## src/rtl/core/pll_pkg.sv

```systemverilog
// ----------------------------------------------------------------------------
// pll_pkg
// Shared types and constants of the pooled linked list engine: operation and
// status codes, controller states and the command/status bundles.
// ----------------------------------------------------------------------------
`default_nettype none

package pll_pkg;

  localparam int POOL_DEPTH_DEF = 16;
  localparam int SCAN_W = 16;
  localparam logic [31:0] FREED_VALUE = 32'hFFFF_FFFF;
  localparam logic [31:0] HEAD_VALUE = 32'h0000_0000;

  typedef enum logic {
    FUNC_APPEND = 1'b0,
    FUNC_DELETE = 1'b1
  } func_t;

  typedef enum logic [2:0] {
    ST_APPENDED  = 3'd0,
    ST_DELETED   = 3'd1,
    ST_FULL      = 3'd2,
    ST_NOT_FOUND = 3'd3,
    ST_HEAD_ONLY = 3'd4
  } status_t;

  typedef enum logic [2:0] {
    S_IDLE,
    S_SCAN,
    S_APP_NODE,
    S_APP_LINK,
    S_WALK,
    S_DEL,
    S_DONE
  } state_t;

  typedef struct packed {
    logic load_item;
    logic scan_step;
    logic set_full;
    logic app_node;
    logic app_link;
    logic walk_step;
    logic del_commit;
    logic out_load;
  } cmd_t;

  typedef struct packed {
    logic scan_hit;
    logic scan_last;
    logic walk_done;
    logic out_free;
  } sts_t;

endpackage

`default_nettype wire

```

## src/rtl/core/pll_ifs.sv

```systemverilog
// ----------------------------------------------------------------------------
// pll_ifs
// Handshake channels of the engine: request items in, response items out.
// ----------------------------------------------------------------------------
`default_nettype none

interface pll_req_if;
  logic        valid;
  logic        ready;
  logic        func;
  logic [31:0] value;

  modport source (output valid, output func, output value, input ready);
  modport sink (input valid, input func, input value, output ready);
endinterface

interface pll_rsp_if;
  logic       valid;
  logic       ready;
  logic [2:0] status;
  logic [3:0] slot;
  logic [4:0] list_length;

  modport source (output valid, output status, output slot, output list_length,
                  input ready);
  modport sink (input valid, input status, input slot, input list_length,
                output ready);
endinterface

`default_nettype wire

```

## src/rtl/core/pll_ctrl.sv

```systemverilog
// ----------------------------------------------------------------------------
// pll_ctrl
// Sequencer of the engine: steps the datapath through free-slot scan and
// tail link for an append, list walk and unlink for a delete.
// ----------------------------------------------------------------------------
`default_nettype none

module pll_ctrl (
  input  wire           clk,
  input  wire           rst,
  input  wire           req_valid,
  input  wire           req_func,
  output logic          req_ready,
  input  pll_pkg::sts_t sts,
  output pll_pkg::cmd_t cmd
);

  pll_pkg::state_t state, state_next;

  always_ff @(posedge clk) begin
    if (rst) begin
      state <= pll_pkg::S_IDLE;
    end else begin
      state <= state_next;
    end
  end

  always_comb begin
    state_next = state;
    cmd = '0;
    req_ready = 1'b0;
    case (state)
      pll_pkg::S_IDLE: begin
        req_ready = 1'b1;
        if (req_valid) begin
          cmd.load_item = 1'b1;
          state_next = (req_func == pll_pkg::FUNC_DELETE) ? pll_pkg::S_WALK
                                                          : pll_pkg::S_SCAN;
        end
      end
      pll_pkg::S_SCAN: begin
        cmd.scan_step = 1'b1;
        if (sts.scan_hit) begin
          state_next = pll_pkg::S_APP_NODE;
        end else if (sts.scan_last) begin
          cmd.set_full = 1'b1;
          state_next = pll_pkg::S_DONE;
        end
      end
      pll_pkg::S_APP_NODE: begin
        cmd.app_node = 1'b1;
        state_next = pll_pkg::S_APP_LINK;
      end
      pll_pkg::S_APP_LINK: begin
        cmd.app_link = 1'b1;
        state_next = pll_pkg::S_DONE;
      end
      pll_pkg::S_WALK: begin
        cmd.walk_step = 1'b1;
        if (sts.walk_done) begin
          state_next = pll_pkg::S_DEL;
        end
      end
      pll_pkg::S_DEL: begin
        cmd.del_commit = 1'b1;
        state_next = pll_pkg::S_DONE;
      end
      pll_pkg::S_DONE: begin
        if (sts.out_free) begin
          cmd.out_load = 1'b1;
          state_next = pll_pkg::S_IDLE;
        end
      end
      default: begin
        state_next = pll_pkg::S_IDLE;
      end
    endcase
  end

endmodule

`default_nettype wire

```

## src/rtl/core/pll_datapath.sv

```systemverilog
// ----------------------------------------------------------------------------
// pll_datapath
// Slot pool storage, used marks, head/tail registers, walk and scan logic and
// the output register of the engine.
// ----------------------------------------------------------------------------
`default_nettype none

module pll_datapath #(
  parameter int POOL_DEPTH = pll_pkg::POOL_DEPTH_DEF
) (
  input  wire           clk,
  input  wire           rst,
  input  pll_pkg::cmd_t cmd,
  output pll_pkg::sts_t sts,
  input  wire  [31:0]   item_value,
  input  wire           rsp_ready,
  output logic          rsp_valid,
  output logic [2:0]    rsp_status,
  output logic [3:0]    rsp_slot,
  output logic [4:0]    rsp_length
);

  localparam int IDX_W = $clog2(POOL_DEPTH);
  localparam int LINK_W = $clog2(POOL_DEPTH + 1);
  localparam int CNT_W = LINK_W;
  localparam int NUM_GRP = (POOL_DEPTH + pll_pkg::SCAN_W - 1) / pll_pkg::SCAN_W;
  localparam int GRP_W = (NUM_GRP > 1) ? $clog2(NUM_GRP) : 1;
  localparam int SCAN_LEN = NUM_GRP * pll_pkg::SCAN_W;
  localparam logic [LINK_W-1:0] NULL_LINK = LINK_W'(POOL_DEPTH);

  // storage; entries are only meaningful while their used mark is set
  logic [31:0]       value_mem [POOL_DEPTH];
  logic [LINK_W-1:0] link_mem  [POOL_DEPTH];
  logic [31:0]       rd_value;
  logic [LINK_W-1:0] rd_link;
  logic [IDX_W-1:0]  rd_addr;

  logic              lk_wr_en;
  logic [IDX_W-1:0]  lk_wr_addr;
  logic [LINK_W-1:0] lk_wr_data;

  logic [POOL_DEPTH-1:0] used;
  logic [LINK_W-1:0]     head_link;
  logic [IDX_W-1:0]      tail;
  logic [CNT_W-1:0]      count;

  logic [31:0]           value_r;
  logic [GRP_W-1:0]      grp;
  logic [IDX_W-1:0]      fresh;

  logic [IDX_W-1:0]      cur;
  logic [IDX_W-1:0]      steps;
  logic [IDX_W-1:0]      prev;
  logic                  prev_valid;
  logic                  matched;
  logic [IDX_W-1:0]      pred;
  logic                  pred_valid;
  logic [IDX_W-1:0]      victim;
  logic [LINK_W-1:0]     victim_link;

  logic [2:0]            res_status;
  logic [3:0]            res_slot;

  logic [SCAN_LEN-1:0]       used_pad;
  logic [pll_pkg::SCAN_W-1:0] grp_bits;
  logic                      hit;
  logic [IDX_W-1:0]          hit_idx;

  logic [31:0]       node_value;
  logic [LINK_W-1:0] node_link;
  logic              node_end;

  // free-slot scan over one group of used marks
  always_comb begin
    used_pad = '1;
    used_pad[POOL_DEPTH-1:0] = used;
    grp_bits = used_pad[grp*pll_pkg::SCAN_W +: pll_pkg::SCAN_W];
    hit = 1'b0;
    hit_idx = '0;
    for (int j = pll_pkg::SCAN_W - 1; j >= 0; j--) begin
      if (!grp_bits[j]) begin
        hit = 1'b1;
        hit_idx = IDX_W'(int'(grp) * pll_pkg::SCAN_W + j);
      end
    end
  end

  // node under the walk pointer: head from registers, used slots from memory, freed slots as a marker
  always_comb begin
    if (cur == '0) begin
      node_value = pll_pkg::HEAD_VALUE;
      node_link = head_link;
    end else if (used[cur]) begin
      node_value = rd_value;
      node_link = rd_link;
    end else begin
      node_value = pll_pkg::FREED_VALUE;
      node_link = NULL_LINK;
    end
    node_end = (node_link >= NULL_LINK);
    rd_addr = node_link[IDX_W-1:0];
  end

  assign sts.scan_hit = hit;
  assign sts.scan_last = (grp == GRP_W'(NUM_GRP - 1));
  assign sts.walk_done = node_end || (steps == IDX_W'(POOL_DEPTH - 1));
  assign sts.out_free = !rsp_valid || rsp_ready;

  // link memory write port
  always_comb begin
    lk_wr_en = 1'b0;
    lk_wr_addr = fresh;
    lk_wr_data = NULL_LINK;
    if (cmd.app_node) begin
      lk_wr_en = 1'b1;
    end else if (cmd.app_link && tail != '0) begin
      lk_wr_en = 1'b1;
      lk_wr_addr = tail;
      lk_wr_data = LINK_W'(fresh);
    end else if (cmd.del_commit && matched && pred_valid && pred != '0) begin
      lk_wr_en = 1'b1;
      lk_wr_addr = pred;
      lk_wr_data = victim_link;
    end
  end

  always_ff @(posedge clk) begin
    if (cmd.app_node) begin
      value_mem[fresh] <= value_r;
    end
    if (lk_wr_en) begin
      link_mem[lk_wr_addr] <= lk_wr_data;
    end
    rd_value <= value_mem[rd_addr];
    rd_link <= link_mem[rd_addr];
  end

  // list control state
  always_ff @(posedge clk) begin
    if (rst) begin
      used <= POOL_DEPTH'(1);
      head_link <= NULL_LINK;
      tail <= '0;
      count <= CNT_W'(1);
    end else begin
      if (cmd.app_node) begin
        used[fresh] <= 1'b1;
      end
      if (cmd.app_link) begin
        if (tail == '0) begin
          head_link <= LINK_W'(fresh);
        end
        tail <= fresh;
        count <= count + CNT_W'(1);
      end
      if (cmd.del_commit && matched && pred_valid) begin
        if (pred == '0) begin
          head_link <= victim_link;
        end
        used[victim] <= 1'b0;
        if (tail == victim) begin
          tail <= pred;
        end
        if (count != '0) begin
          count <= count - CNT_W'(1);
        end
      end
    end
  end

  // per-item working registers
  always_ff @(posedge clk) begin
    if (cmd.load_item) begin
      value_r <= item_value;
      grp <= '0;
      cur <= '0;
      steps <= '0;
      prev <= '0;
      prev_valid <= 1'b0;
      matched <= 1'b0;
      pred_valid <= 1'b0;
    end
    if (cmd.scan_step) begin
      if (hit) begin
        fresh <= hit_idx;
      end else if (!sts.scan_last) begin
        grp <= grp + GRP_W'(1);
      end
    end
    if (cmd.walk_step) begin
      if (node_value == value_r) begin
        matched <= 1'b1;
        pred <= prev;
        pred_valid <= prev_valid;
        victim <= cur;
        victim_link <= node_link;
      end
      prev <= cur;
      prev_valid <= 1'b1;
      cur <= node_link[IDX_W-1:0];
      steps <= steps + IDX_W'(1);
    end
    if (cmd.set_full) begin
      res_status <= pll_pkg::ST_FULL;
      res_slot <= '0;
    end
    if (cmd.app_link) begin
      res_status <= pll_pkg::ST_APPENDED;
      res_slot <= 4'(fresh);
    end
    if (cmd.del_commit) begin
      if (!matched) begin
        res_status <= pll_pkg::ST_NOT_FOUND;
        res_slot <= '0;
      end else if (!pred_valid) begin
        res_status <= pll_pkg::ST_HEAD_ONLY;
        res_slot <= '0;
      end else begin
        res_status <= pll_pkg::ST_DELETED;
        res_slot <= 4'(victim);
      end
    end
  end

  // output register
  always_ff @(posedge clk) begin
    if (rst) begin
      rsp_valid <= 1'b0;
    end else if (cmd.out_load) begin
      rsp_valid <= 1'b1;
    end else if (rsp_ready) begin
      rsp_valid <= 1'b0;
    end
  end

  always_ff @(posedge clk) begin
    if (cmd.out_load) begin
      rsp_status <= res_status;
      rsp_slot <= res_slot;
      rsp_length <= 5'(count);
    end
  end

endmodule

`default_nettype wire

```

## src/rtl/core/pooled_linked_list_engine.sv

```systemverilog
// ----------------------------------------------------------------------------
// pooled_linked_list_engine
// Singly linked list in a fixed pool of slots with a permanent head node.
// ----------------------------------------------------------------------------
// An append runs the free-slot scan of 16 used marks per cycle, the node write and
// the tail link; a delete runs the walk, which reads one linked slot per cycle
// from the pool memory, and then the unlink. Items are taken one at a time; the
// next is taken when the sequencer is back in idle after the result is loaded.
// Reset (synchronous, active high) leaves only the head; no clearing.
`default_nettype none

module pooled_linked_list_engine #(
  parameter int POOL_DEPTH = pll_pkg::POOL_DEPTH_DEF
) (
  input wire     clk,
  input wire     rst,
  pll_req_if.sink   request,
  pll_rsp_if.source response
);

  // command and status bundle between sequencer and datapath
  pll_pkg::cmd_t cmd;
  pll_pkg::sts_t sts;

  // sequencer: holds the request channel while an item is in work
  pll_ctrl u_ctrl (
    .clk       (clk),
    .rst       (rst),
    .req_valid (request.valid),
    .req_func  (request.func),
    .req_ready (request.ready),
    .sts       (sts),
    .cmd       (cmd)
  );

  // datapath: pool memories, used marks, walk/scan logic, output register
  pll_datapath #(
    .POOL_DEPTH (POOL_DEPTH)
  ) u_datapath (
    .clk        (clk),
    .rst        (rst),
    .cmd        (cmd),
    .sts        (sts),
    .item_value (request.value),
    .rsp_ready  (response.ready),
    .rsp_valid  (response.valid),
    .rsp_status (response.status),
    .rsp_slot   (response.slot),
    .rsp_length (response.list_length)
  );

endmodule

`default_nettype wire
```

## src/flat_wrapper.sv

```systemverilog
// flat-port wrapper written by rule: the top's interface ports become plain ports
module pooled_linked_list_engine_flat 
#(
  parameter int POOL_DEPTH = pll_pkg::POOL_DEPTH_DEF
)
  (clk, rst, request_valid, request_func, request_value, request_ready, response_valid, response_status, response_slot, response_list_length, response_ready);
  pll_req_if request_i ();
  pll_rsp_if response_i ();
  input wire clk;
  input wire rst;
  input wire logic [$bits(request_i.valid)-1:0] request_valid;
  input wire logic [$bits(request_i.func)-1:0] request_func;
  input wire logic [$bits(request_i.value)-1:0] request_value;
  output wire logic [$bits(request_i.ready)-1:0] request_ready;
  output wire logic [$bits(response_i.valid)-1:0] response_valid;
  output wire logic [$bits(response_i.status)-1:0] response_status;
  output wire logic [$bits(response_i.slot)-1:0] response_slot;
  output wire logic [$bits(response_i.list_length)-1:0] response_list_length;
  input wire logic [$bits(response_i.ready)-1:0] response_ready;
  assign request_i.valid = request_valid;
  assign request_i.func = request_func;
  assign request_i.value = request_value;
  assign request_ready = request_i.ready;
  assign response_valid = response_i.valid;
  assign response_status = response_i.status;
  assign response_slot = response_i.slot;
  assign response_list_length = response_i.list_length;
  assign response_i.ready = response_ready;
  pooled_linked_list_engine #(.POOL_DEPTH(POOL_DEPTH)) u_core (.clk(clk), .rst(rst), .request(request_i), .response(response_i));
endmodule
```

## config.mk

```make
export PLATFORM = sky130hd
export DESIGN_NAME = pooled_linked_list_engine_flat
export DESIGN_NICKNAME = d
export VERILOG_FILES = /design/src/rtl/core/pll_pkg.sv /design/src/rtl/core/pll_ifs.sv /design/src/rtl/core/pll_ctrl.sv /design/src/rtl/core/pll_datapath.sv /design/src/rtl/core/pooled_linked_list_engine.sv /design/src/flat_wrapper.sv
export SDC_FILE = /design/constraint.sdc
export NUM_CORES = 1
export LEC_CHECK = 0
export BUFFER_PORTS_ARGS = -buffer_cell sky130_fd_sc_hd__buf_2
export CORE_UTILIZATION = 55
export DETAILED_ROUTE_END_ITERATION = 10
export GPL_ROUTABILITY_DRIVEN = 0
export PLACE_DENSITY = 0.72
export SLEW_MARGIN = 20
export SYNTH_ARGS = -nofsm -noshare
export SYNTH_HDL_FRONTEND = slang
export SYNTH_SLANG_ARGS = --single-unit
export TNS_END_PERCENT = 100
```

## constraint.sdc

```tcl
create_clock -name clk -period 8.37 [get_ports clk]
set_input_delay 1.674 -clock clk [delete_from_list [all_inputs] [get_ports clk]]
set_output_delay 1.674 -clock clk [all_outputs]
set_load 0.01 [all_outputs]
```

==> Yosys cells after proc, flatten, opt, wreduce, memory -nomap -nowiden <==
Memory sizes are Yosys's and may differ from the RTL's. A register that Yosys moved wholly into a read port is not among the register bits.
Cells that the tools add are included.
{ "totals": {"output_inout_bits": 14, "elab_cells": 202, "ram_bits": 592, "in_bits": 37, "memories": 2, "reg_bits": 118} }
{ "memory_table": {"columns": ["memory", "words", "word_bits", "read_ports", "rd_ports_with_merged_regs", "wr", "line", "text"], "rows": [
  ["u_core.u_datapath.value_mem", 16, 32, 1, 1, 1, "pll_datapath.sv:32", "logic [31:0] value_mem [POOL_DEPTH];"],
  ["u_core.u_datapath.link_mem", 16, 5, 1, 1, 1, "pll_datapath.sv:33", "logic [LINK_W-1:0] link_mem [POOL_DEPTH];"]
]} }
{ "classes": {"magnitude_cmp": 6, "reduce_logical": 23, "n_shift": 1, "bitwise_logic": 3, "eq_ne": 13, "addsub": 19, "n_mux": 112} }
{ "op_table": {"columns": ["operator", "n"], "rows": [
  ["two-way mux 4 bit", 30],
  ["two-way mux 32 bit", 2],
  ["two-way mux 5 bit", 12],
  ["two-way mux 1 bit", 49],
  ["two-way mux 16 bit", 3],
  ["two-way mux 3 bit", 11],
  ["== test 32 bit", 1],
  ["adder 1 x 3 -> 4 bit, both inputs constant", 6],
  ["case mux 3 bit (6 select lines)", 1],
  ["adder 1 x 4 -> 4 bit, both inputs constant", 4],
  ["AND 16 bit", 1],
  ["inverter 16 bit", 1],
  ["bitwise OR 16 bit", 1],
  ["variable part select 16 x 6 -> 16 bit", 1],
  ["less-than comparator 4 x 5 -> 1 bit, second input constant", 3],
  ["logical NOT 4 bit", 3],
  ["adder 1 x 2 -> 3 bit, both inputs constant", 3],
  ["== test 3 bit, second input constant", 3],
  ["demux 1 bit (select 4 bit)", 2],
  ["greater-or-equal comparator 4 x 1 -> 1 bit, second input constant", 2],
  ["nonzero test 4 bit", 2],
  ["== test 3 x 2 -> 1 bit, second input constant", 2],
  ["logical AND 1 bit", 6],
  ["adder 5 x 1 -> 5 bit, second input constant", 1],
  ["other kinds (22)", 27]
]} }

==> Depth between registers and ports, before layout <==
Gate-level depths: netlist (run 1).
{ "depth": {"depth_word": 22, "mapped_depth": 14, "ltp_nobuf": 10} }

==> Modules after synthesis <==
A second synthesis (run 1) with hierarchy kept.
{ "unflattened": {"cells_unflattened": 2227, "hier_area_um2": 29945.0} }
{ "modules_own_cells": {"columns": ["mod", "cells_per_inst", "area_per_inst_um2", "seq_area_each_um2", "instances"], "rows": [
  ["pll_datapath", 2194, 29667.2, 21620.7, 1],
  ["pll_ctrl", 33, 277.8, 60.1, 1]
]} }

==> Worst setup path before layout (run 1) <==
Ideal clock, no wire load.
{ "synth_path": {"path_type": "reg2reg", "from": "reg u_core.u_datapath.cur[1]", "to": "reg u_core.u_datapath.pred[0], enable pin", "path_stages_with_launch": 12, "required_ns": 7.953, "arrival_ns": 3.533, "setup_slack_ns": 4.420, "cell_sequence": "edfxtp_1 > buf_6 > mux4_2 > a2bb2oi_2 > nand3_2 > nand2_1 > clkbuf_1 > buf_2 > o211ai_1 > o311ai_1 > nand4_1 > nor4_1"} }
{ "synth_between": {"elab_chain_cells": 6, "elab_cells_between_ends": 7, "cone_classes": "eq/ne: 1; mux: 4; reduce/logical: 2"} }
{ "synth_rtl": {"columns": ["element", "line", "text"], "rows": [
  ["start: declaration", "pll_datapath.sv:51", "logic [IDX_W-1:0] cur;"],
  ["start signal: assignment", "pll_datapath.sv:200", "cur <= node_link[IDX_W-1:0];"],
  ["binary-select mux 1 bit (select 4 bit)", "pll_datapath.sv:93", "end else if (used[cur]) begin"],
  ["two-way mux 1 bit (implied by the code)", "pll_datapath.sv:93", null],
  ["two-way mux 32 bit", "pll_datapath.sv:93", null],
  ["two-way mux 32 bit (*)", "pll_datapath.sv:90", "if (cur == '0) begin"],
  ["== test 32 bit (*)", "pll_datapath.sv:191", "if (node_value == value_r) begin"],
  ["AND reduction 2 bit (no line) (*)", null, null],
  ["end signal: assignment", "pll_datapath.sv:193", "pred <= prev;"],
  ["end: declaration", "pll_datapath.sv:56", "logic [IDX_W-1:0] pred;"]
]} }
Every way passes the cells marked *; elsewhere a longest branch is shown, timed or not. The select of a mux whose other input is x is not followed.
A chain may end at the register's enable or synchronous reset.

==> Worst setup path in the final report (run 1) <==
{ "layout_path": {"from": "reg u_core.u_datapath.cur[0]", "to": "reg u_core.u_datapath.rd_value[8] (read register of u_core.u_datapath.value_mem)"} }
{ "layout_between": {"elab_chain_cells": 4, "elab_cells_between_ends": 5, "cone_classes": "mux: 4; reduce/logical: 1"} }
{ "layout_rtl": {"columns": ["element", "line", "text"], "rows": [
  ["binary-select mux 1 bit (select 4 bit)", "pll_datapath.sv:93", null],
  ["two-way mux 1 bit (implied by the code)", "pll_datapath.sv:93", null],
  ["two-way mux 5 bit", "pll_datapath.sv:93", null],
  ["two-way mux 5 bit (*)", "pll_datapath.sv:90", null],
  ["end: declaration", "pll_datapath.sv:34", "logic [31:0] rd_value;"]
]} }
Marked as above.

==> results of run 1 <==
==> stage by stage <==
stage / area (sq um) / hold slack, ns
floorplan: 30000 / 0.400
global placement: 30900 / 0.406
detailed placement: 31000 / 0.407
CTS: 33400 / 0.417
global route: 33400 / 0.425
finish: 33400 / 0.423
==> layout by cell type, fill, tap and decap left out, types with 5 or more instances in the layout <==
cell and n:
o22ai_1 17, edfxtp_1 672, nand2b_1 11, o21ai_0 15, a21oi_1 60, clkbuf_16 77, mux2i_1 12, clkinv_1 5
clkinv_2 10, xnor2_1 5, clkbuf_1 25, a211oi_1 84, nand3_1 182, bufinv_16 5, buf_4 36, o32ai_1 7
nor4_1 7, or2_2 5, a311oi_1 116, nand4_1 7, clkinvlp_4 5, inv_1 24, nor2_1 91, a31oi_1 42
and2_1 5, dfxtp_1 75, nor3_1 24, buf_2 50, nand2_1 522, o32a_1 6, o21ai_1 5, o211ai_1 10
and3_1 85, a21boi_0 5, nor2b_1 6, nor2_4 13
==> state kept, by name, indices dropped and copies added (netlist names), 3 cells and up <==
register and flops:
u_core.u_datapath.pred 4, u_core.u_datapath.res_slot 4, u_core.u_datapath.prev 4, u_core.u_datapath.head_link 5, u_core.u_datapath.link_mem 80, u_core.u_datapath.victim 4
u_core.u_datapath.value_mem 512, u_core.u_datapath.rd_link 5, u_core.u_datapath.count 5, u_core.u_datapath.value_r 32, u_core.u_ctrl.state 3, u_core.u_datapath.rsp_length 5
u_core.u_datapath.fresh 4, u_core.u_datapath.rd_value 32, u_core.u_datapath.res_status 3, u_core.u_datapath.rsp_slot 4, u_core.u_datapath.used 16, u_core.u_datapath.steps 4
u_core.u_datapath.victim_link 5, u_core.u_datapath.cur 4, u_core.u_datapath.rsp_status 3, u_core.u_datapath.tail 4
==> layout make-up <==
| type | count | area [sq um] |
|---|---|---|
| clock buffers | 106 | 2080 |
| clock inverters | 33 | 342 |
| fillers | 3870 | 20500 |
| inverters | 27 | 109 |
| multi-input cells | 1408 | 7740 |
| flip-flops and latches | 747 | 21700 |
| well taps | 696 | 871 |
| repair buffers | 88 | 552 |
==> worst max-delay path, delay by kind of cell (launching register included) <==
kind / cells / cell delay (ns)
AOI/OAI and AO/OA: 4 / 0.76
DFF: 1 / 0.56
buffers and inverters: 4 / 2.14
and+or+nand+nor: 3 / 0.81
==> power by group through the flow <==
stage	Clock, W	Combinational [W]	Sequential, W
2_1_floorplan	0	0.00180	0.00464
3_3_place_gp	0	0.00235	0.00479
3_5_place_dp	0	0.00241	0.00480
4_1_cts	0.00333	0.00243	0.00473
5_1_grt	0.00348	0.00268	0.00477
6_report	0.00330	0.00244	0.00474
==> layer usage <==
| metal | routed length, microns | share of wire, % |
|---|---|---|
| met1 | 30100 | 41 |
| met2 | 34800 | 47 |
| met3 | 7270 | 9.8 |
| met4 | 1780 | 2.4 |
| met5 | 0 | 0 |
==> how the worst max path moves through the flow <==
stage                                  start                             to  slack [ns]
detailed placement  u_core.u_datapath.cur[0]  u_core.u_datapath.rd_value[8]        3.91
finish              u_core.u_datapath.cur[0]  u_core.u_datapath.rd_value[8]        3.80
global route        u_core.u_datapath.cur[0]  u_core.u_datapath.rd_value[8]        3.46
CTS                 u_core.u_datapath.cur[0]  u_core.u_datapath.rd_value[8]        3.86
global placement    u_core.u_datapath.cur[0]  u_core.u_datapath.rd_value[5]        4.05
floorplan           u_core.u_datapath.cur[1]      u_core.u_datapath.pred[0]        4.42
==> logic make-up (layout without fill, tap and decap cells) <==
logic type / after synthesis / in the layout
fa+ha+maj: 3 / 3
flops: 747 / 747
buf+inv: 187 / 254
mux: 16 / 16
compound gates: 399 / 399
xor+xnor: 9 / 9
simple gates: 981 / 981
==> results.tsv, run 1 <==
stage	metric	value	unit
critical_path	worst-r2r-cell-count	11	
min_path	hold_class	flop to flop	
die	die_y	236	microns
timing	tightest_slew	1.08	ns
die	design.core.area	53900	sq um
yosys	synth_common_cells	edfxtp_1, nand2_1, nand3_1	
yosys	synth-simple-area-share	14.5	%
grt	gr-usage-all-layers	26.8	%
die	die_area	55500	sq um
timing	fmax	0.219	GHz
final_layout	diodes	0	
yosys	synth_compound_gate_area_share	9.82	%
yosys	synthFlopType	edfxtp_1	
clock_network	cts.sinks	747	
drt	vias	19800	
clock_network	cts.repair.resized	0	
run	drv_cap	0	
final_layout	syn2layout_area_growth	11.2	%
critical_path	slowest_delay	0.81	ns
yosys	synth_cell_types	67	
die	floorplan.initialDensity	55.7	%
clock_network	clockRootBuffer	clkbuf_16	
yosys	synth_top_family_by_area	simple AND/OR/NAND/NOR gates	
drt	drtPass1Iterations	6	
critical_path	reg2reg_slack	3.80	ns
min_path	hold_start	u_core.u_datapath.prev[0]	
yosys	syn_area	30000	sq um
grt	gr-usage-met3	4.34	%
drt	drt-total-wl	73.9	mm
clock_network	clk_latency	0.62	ns
grt	grt_pass1_wl	113	mm
power_and_ir_drop	p_sw	0.00341	W
critical_path	cp_common_cell	buf_4	
timing	finalSetupViolations	0	
clock_network	post_cts_buffers	0	
outcome	outcome	finished, final reports clean	
clock_network	cts_tree	yes	
timing	min_period_over_period	54.6	%
clock_network	clockBufferDepth	3	
power_and_ir_drop	irDropWorstVdd	0.000247	V
drt	antenna_left	0	
yosys	synth_seq_cells	747	
timing	rsz0062_at_grt	false	
final_layout	fin_nets	2387	
grt	gr-usage-met2	42.6	%
clock_network	path_clk_slew	0.06	ns
placement	io_buffer_count	50	
critical_path	cp_data_required_time	8.90	ns
yosys	synthMostInstantiatedCell	edfxtp_1	
min_path	holdPathStages	0	
clock_network	cts_max_level	3	
yosys	synth_edf_count	672	
power_and_ir_drop	p_per_area	314	nW/um^2
final_layout	post-route-util	61.9	%
yosys	synthAdderAreaFrac	0.125	%
timing	fin_skew	0.0246	ns
yosys	synth.avg_cell_area	12.8	sq um
power_and_ir_drop	comb_power_share	23.3	%
critical_path	reg2reg_to	u_core.u_datapath.rd_value[8]	
power_and_ir_drop	seqPwrFrac	45.3	%
critical_path	cp_data_arrival_time	5.10	ns
grt	grt_max_degree	194	
critical_path	critPathSlowestCell	buf_4	
yosys	yosysTopAreaCell	edfxtp_1	
yosys	synth_xor_area_share	0.263	%
final_layout	post_route_cells_drive_above_1_share	10.0	%
timing	layout_setup_ws	3.80	ns
clock_network	cts-hold-fix-buffers	0	
critical_path	reg2reg_from	u_core.u_datapath.cur[0]	
yosys	synthMuxAreaShare	0.588	%
power_and_ir_drop	p_clk_share	31.4	%
power_and_ir_drop	swShare	32.6	%
timing	maxSlewHeadroom	28.1	%
die	io_pins	51	
placement	hpwlAfterDp	38.2	mm
critical_path	worstPathMaxFanout	138	
yosys	yosysWarnings	0	
power_and_ir_drop	internal-power	0.00707	W
timing	finalHoldViolations	0	
grt	grt_use_met1	37.6	%
die	die_x	236	microns
grt	busiest_layer	met2	
drt	initialDrtViolationCount	2494	
yosys	yosysTopAreaCellShare	67.2	%
timing	slew_viol_final	0	
die	rows	85	
grt	antenna_found_initial	0	
yosys	synth_area_leaders	edfxtp_1, nand2_1, dfxtp_1	
placement	dp.cells	2966	
yosys	syn_inst	2342	
grt	grt.overflow.total	0	
placement	pre_cts_ws	3.91	ns
clock_network	cts_buffers	75	
drt	drc	0	
min_path	hold_path_end	u_core.u_datapath.pred[0]	
final_layout	finalNonFillerCells	3105	
critical_path	start_kind	flop	
critical_path	end_kind	flop	
yosys	synth_seq_area_share	72.2	%
timing	fin_setup_tns	0	ns
yosys	synth_async_sr_flop_share	0	%
drt	viasPerCell	6.36	
critical_path	crit_chain	nor4_2 -> buf_4 -> nand2_2 -> buf_4 -> and2_4 -> inv_8 -> buf_4 -> a211oi_1 -> a311oi_1 -> a31oi_1 -> a21oi_1	
grt	grt_pass1_vias	19100	
timing	period_minus_slack	4.57	ns
yosys	syn_nets	2382	
drt	wl_per_cell	23.8	microns
power_and_ir_drop	leakage	11.2	nW
power_and_ir_drop	total_power	0.0105	W
critical_path	crit_type	flop to flop	
No activity file was read; power rests on OpenSTA's default activity.
==> run 2, diff against run 1 <==
- ABC_AREA: not set -> 1
- clock period: 8.37 -> 4.7 ns (I/O delays scaled with it)
==> run 2 against run 1 <==
Cell count is 5.2% higher. Utilization is 0.81 points higher. Wire length is 1.7% lower. Highest routed layer unchanged. Critical path depth is 3 higher. Critical path type unchanged. Sequential share of layout area is 1.1 points lower. Critical endpoint is now u_core.u_datapath.rd_link[0]. Maximum frequency is 27% higher. Combinational power grew to 3.0 times the previous value.
==> results.tsv, run 2 <==
stage	metric	value	unit	change
critical_path	crit_chain	inv_1 -> nand2_1 -> nand3_1 -> nand3_1 -> nand3_1 -> nand2_2 -> nand3_1 -> nand2_8 -> inv_6 -> buf_12 -> nor2_1 -> o211ai_1 -> nand3_1 -> nand2_1		
drt	antenna_left	0		unchanged
grt	antenna_found_initial	0		unchanged
critical_path	critical_path_buf_inv_count	3		-1
timing	min_period_over_period	76.9	%	+22 points
die	floorplan.initialDensity	56.0	%	+0.30 points
critical_path	crit_type	flop to flop		
grt	grt_pass1_wl	111	mm	-1.3%
die	die_x	237	microns	+0.46%
timing	slew_viol_final	0		unchanged
critical_path	slowest_delay	0.63	ns	-0.18 ns
placement	io_buffer_count	50		unchanged
critical_path	critPathSlowestCell	inv_6		
grt	grt_pass1_vias	19200		+0.72%
clock_network	cts.sinks	747		unchanged
clock_network	cts_tree	yes		
drt	viasPerCell	5.96		-6.3%
yosys	syn_area	30300	sq um	+0.93%
grt	grt.overflow.total	0		unchanged
final_layout	fin_nets	2546		+6.7%
timing	fmax	0.277	GHz	+27%
timing	fin_setup_tns	0	ns	unchanged
final_layout	regMostFlops	u_core.u_datapath.value_mem		
yosys	yosysTopAreaCellShare	66.6	%	-0.62 points
final_layout	largest_reg_flops	512		unchanged
clock_network	clockRootBuffer	clkbuf_16		
drt	drtPass1Iterations	6		unchanged
timing	finalHoldViolations	0		unchanged
final_layout	post_route_cells_drive_above_1_share	10.5	%	+0.43 points
timing	maxSlewHeadroom	21.9	%	-6.2 points
critical_path	cp_data_required_time	5.24	ns	-3.66 ns
power_and_ir_drop	total_power	0.0223	W	+110%
yosys	synth_cell_types	43		-36%
clock_network	cts_buffers	76		+1.3%
critical_path	path_delay_family	simple AND/OR/NAND/NOR gates		
final_layout	finalNonFillerCells	3265		+5.2%
run	drv_cap	0		unchanged
yosys	yosysTopAreaCell	edfxtp_1		
yosys	synth_edf_count	672		unchanged
grt	grt_max_degree	180		-7.2%
drt	drc	0		unchanged
clock_network	path_clk_slew	0.06	ns	about the same
final_layout	post-route-util	62.7	%	+0.81 points
timing	finalSetupViolations	0		unchanged
final_layout	final_cell_mix	edfxtp_1, nand2_1, o211ai_1, nor2_1, inv_1		
min_path	hold_class	flop to flop		
yosys	synth_area_leaders	edfxtp_1, o211ai_1, dfxtp_1		
clock_network	clockBufferDepth	3		unchanged
clock_network	cts-hold-fix-buffers	0		unchanged
timing	rsz0062_at_grt	false		
power_and_ir_drop	leakage	11.8	nW	+5.0%
die	rows	85		unchanged
yosys	synthMostInstantiatedCell	edfxtp_1		
final_layout	syn2layout_area_growth	12.0	%	
yosys	synthFlopType	edfxtp_1		
clock_network	post_cts_buffers	0		unchanged
yosys	syn_inst	2477		+5.8%
placement	dp.cells	3124		+5.3%
timing	fin_skew	0.0271	ns	+0.00245 ns
drt	initialDrtViolationCount	2052		-18%
final_layout	diodes	0		unchanged
final_layout	reg.largest.list	u_core.u_datapath.value_mem (512), u_core.u_datapath.link_mem (80)		
timing	tightest_slew	1.17	ns	+0.0909 ns
clock_network	cts.repair.resized	0		unchanged
power_and_ir_drop	p_per_area	658	nW/um^2	+110%
die	io_pins	51		unchanged
final_layout	nFillCells	3974		+2.7%
placement	pre_cts_ws	1.16	ns	-2.75 ns
critical_path	worstPathMaxFanout	74		-46%
clock_network	clk_latency	0.63	ns	about the same
power_and_ir_drop	irDropWorstVdd	0.000604	V	+140%
yosys	synth_seq_cells	747		unchanged
outcome	outcome	finished, final reports clean		
placement	hpwlAfterDp	40.0	mm	+4.7%
drt	wl_per_cell	22.2	microns	-6.5%
critical_path	start_kind	flop		
critical_path	end_kind	flop		
die	design.core.area	54100	sq um	+0.39%
final_layout	layout_commonest_cell	edfxtp_1		
timing	layout_setup_ws	1.09	ns	-2.71 ns
drt	drt-total-wl	72.6	mm	-1.7%
drt	vias	19500		-1.5%
yosys	syn_nets	2517		+5.7%
yosys	synth.avg_cell_area	12.2	sq um	-4.6%
die	die_area	56000	sq um	+0.92%
yosys	synth_common_cells	edfxtp_1, nand2_1, o211ai_1		
critical_path	cp_data_arrival_time	4.15	ns	-0.95 ns
yosys	synth_seq_area_share	71.6	%	-0.67 points
critical_path	cp_common_cell	nand3_1		
die	die_y	237	microns	+0.46%
yosys	synth_async_sr_flop_share	0	%	unchanged
timing	period_minus_slack	3.61	ns	-0.959 ns
yosys	yosysWarnings	0		unchanged
grt	gr-usage-all-layers	26.2	%	-0.57 points
clock_network	cts_max_level	3		unchanged
## run 2: cell types whose count changed after synthesis, moves of 85 or more
cell	previous run	this run
inv_1	25	236
nor2_1	106	261
o21ai_0	15	199
nand3_1	182	68
and3_1	85	0
a311oi_1	116	2
nand2_1	523	324
o211ai_1	10	296
## run 2: routing by layer
layer,vias up,track usage [%],share of wire (%)
met1,9493,35.3,41
met4,0,9.41,3.1
li1,8947,-,-
met5,-,0,0
met2,874,42.6,48
met3,158,5.00,8.3
## run 2: area by class of cell
class	instances	area (sq um)	area share (%)
Inverter	240	911	2.68
Timing Repair Buffer	90	638	1.88
Tap cell	696	871	2.57
Clock inverter	34	452	1.33
Sequential cell	747	21700	63.9
Clock buffer	107	2160	6.37
Multi-Input combinational cell	1351	7230	21.3
## run 2: worst reg2reg max path: cells and delay by family (launching register included)
kind / cells / cell delay [ns]
buffers and inverters: 3 / 1.31
DFF: 1 / 0.56
AOI/OAI and AO/OA: 1 / 0.27
and+or+nand+nor: 10 / 1.42
## run 2: final timing paths
check                                                     start                              end  slack [ns]  cells after the start
worst min-delay path            u_core.u_datapath.res_status[1]  u_core.u_datapath.rsp_status[1]        0.42                      0
worst max register to register         u_core.u_datapath.cur[0]     u_core.u_datapath.rd_link[0]        1.09                     14
worst max-delay path                   u_core.u_datapath.cur[0]     u_core.u_datapath.rd_link[0]        1.09                     14
worst min register to register  u_core.u_datapath.res_status[1]  u_core.u_datapath.rsp_status[1]        0.42                      0
## run 2: report_power, final
part / internal (W) / switching (W) / leakage, nW
sequential: 0.00811 / 0.000539 / 6.73
clock: 0.00378 / 0.00250 / 1.28
combinational: 0.00217 / 0.00525 / 3.80
total: 0.0141 / 0.00829 / 11.8
## run 2: cell families after synthesis
group	synth area share, %
compound gates	12.6
xor+xnor	0.434
fa+ha+maj	0.124
buf+inv	5.09
flops	71.6
simple gates	10.1
## run 2: metrics by stage
stage | hold WS, ns | area [sq um]
2_1_floorplan | 0.400 | 30300
3_3_place_gp | 0.403 | 31300
3_5_place_dp | 0.405 | 31300
4_1_cts | 0.419 | 33900
5_1_grt | 0.423 | 33900
6_report | 0.417 | 33900
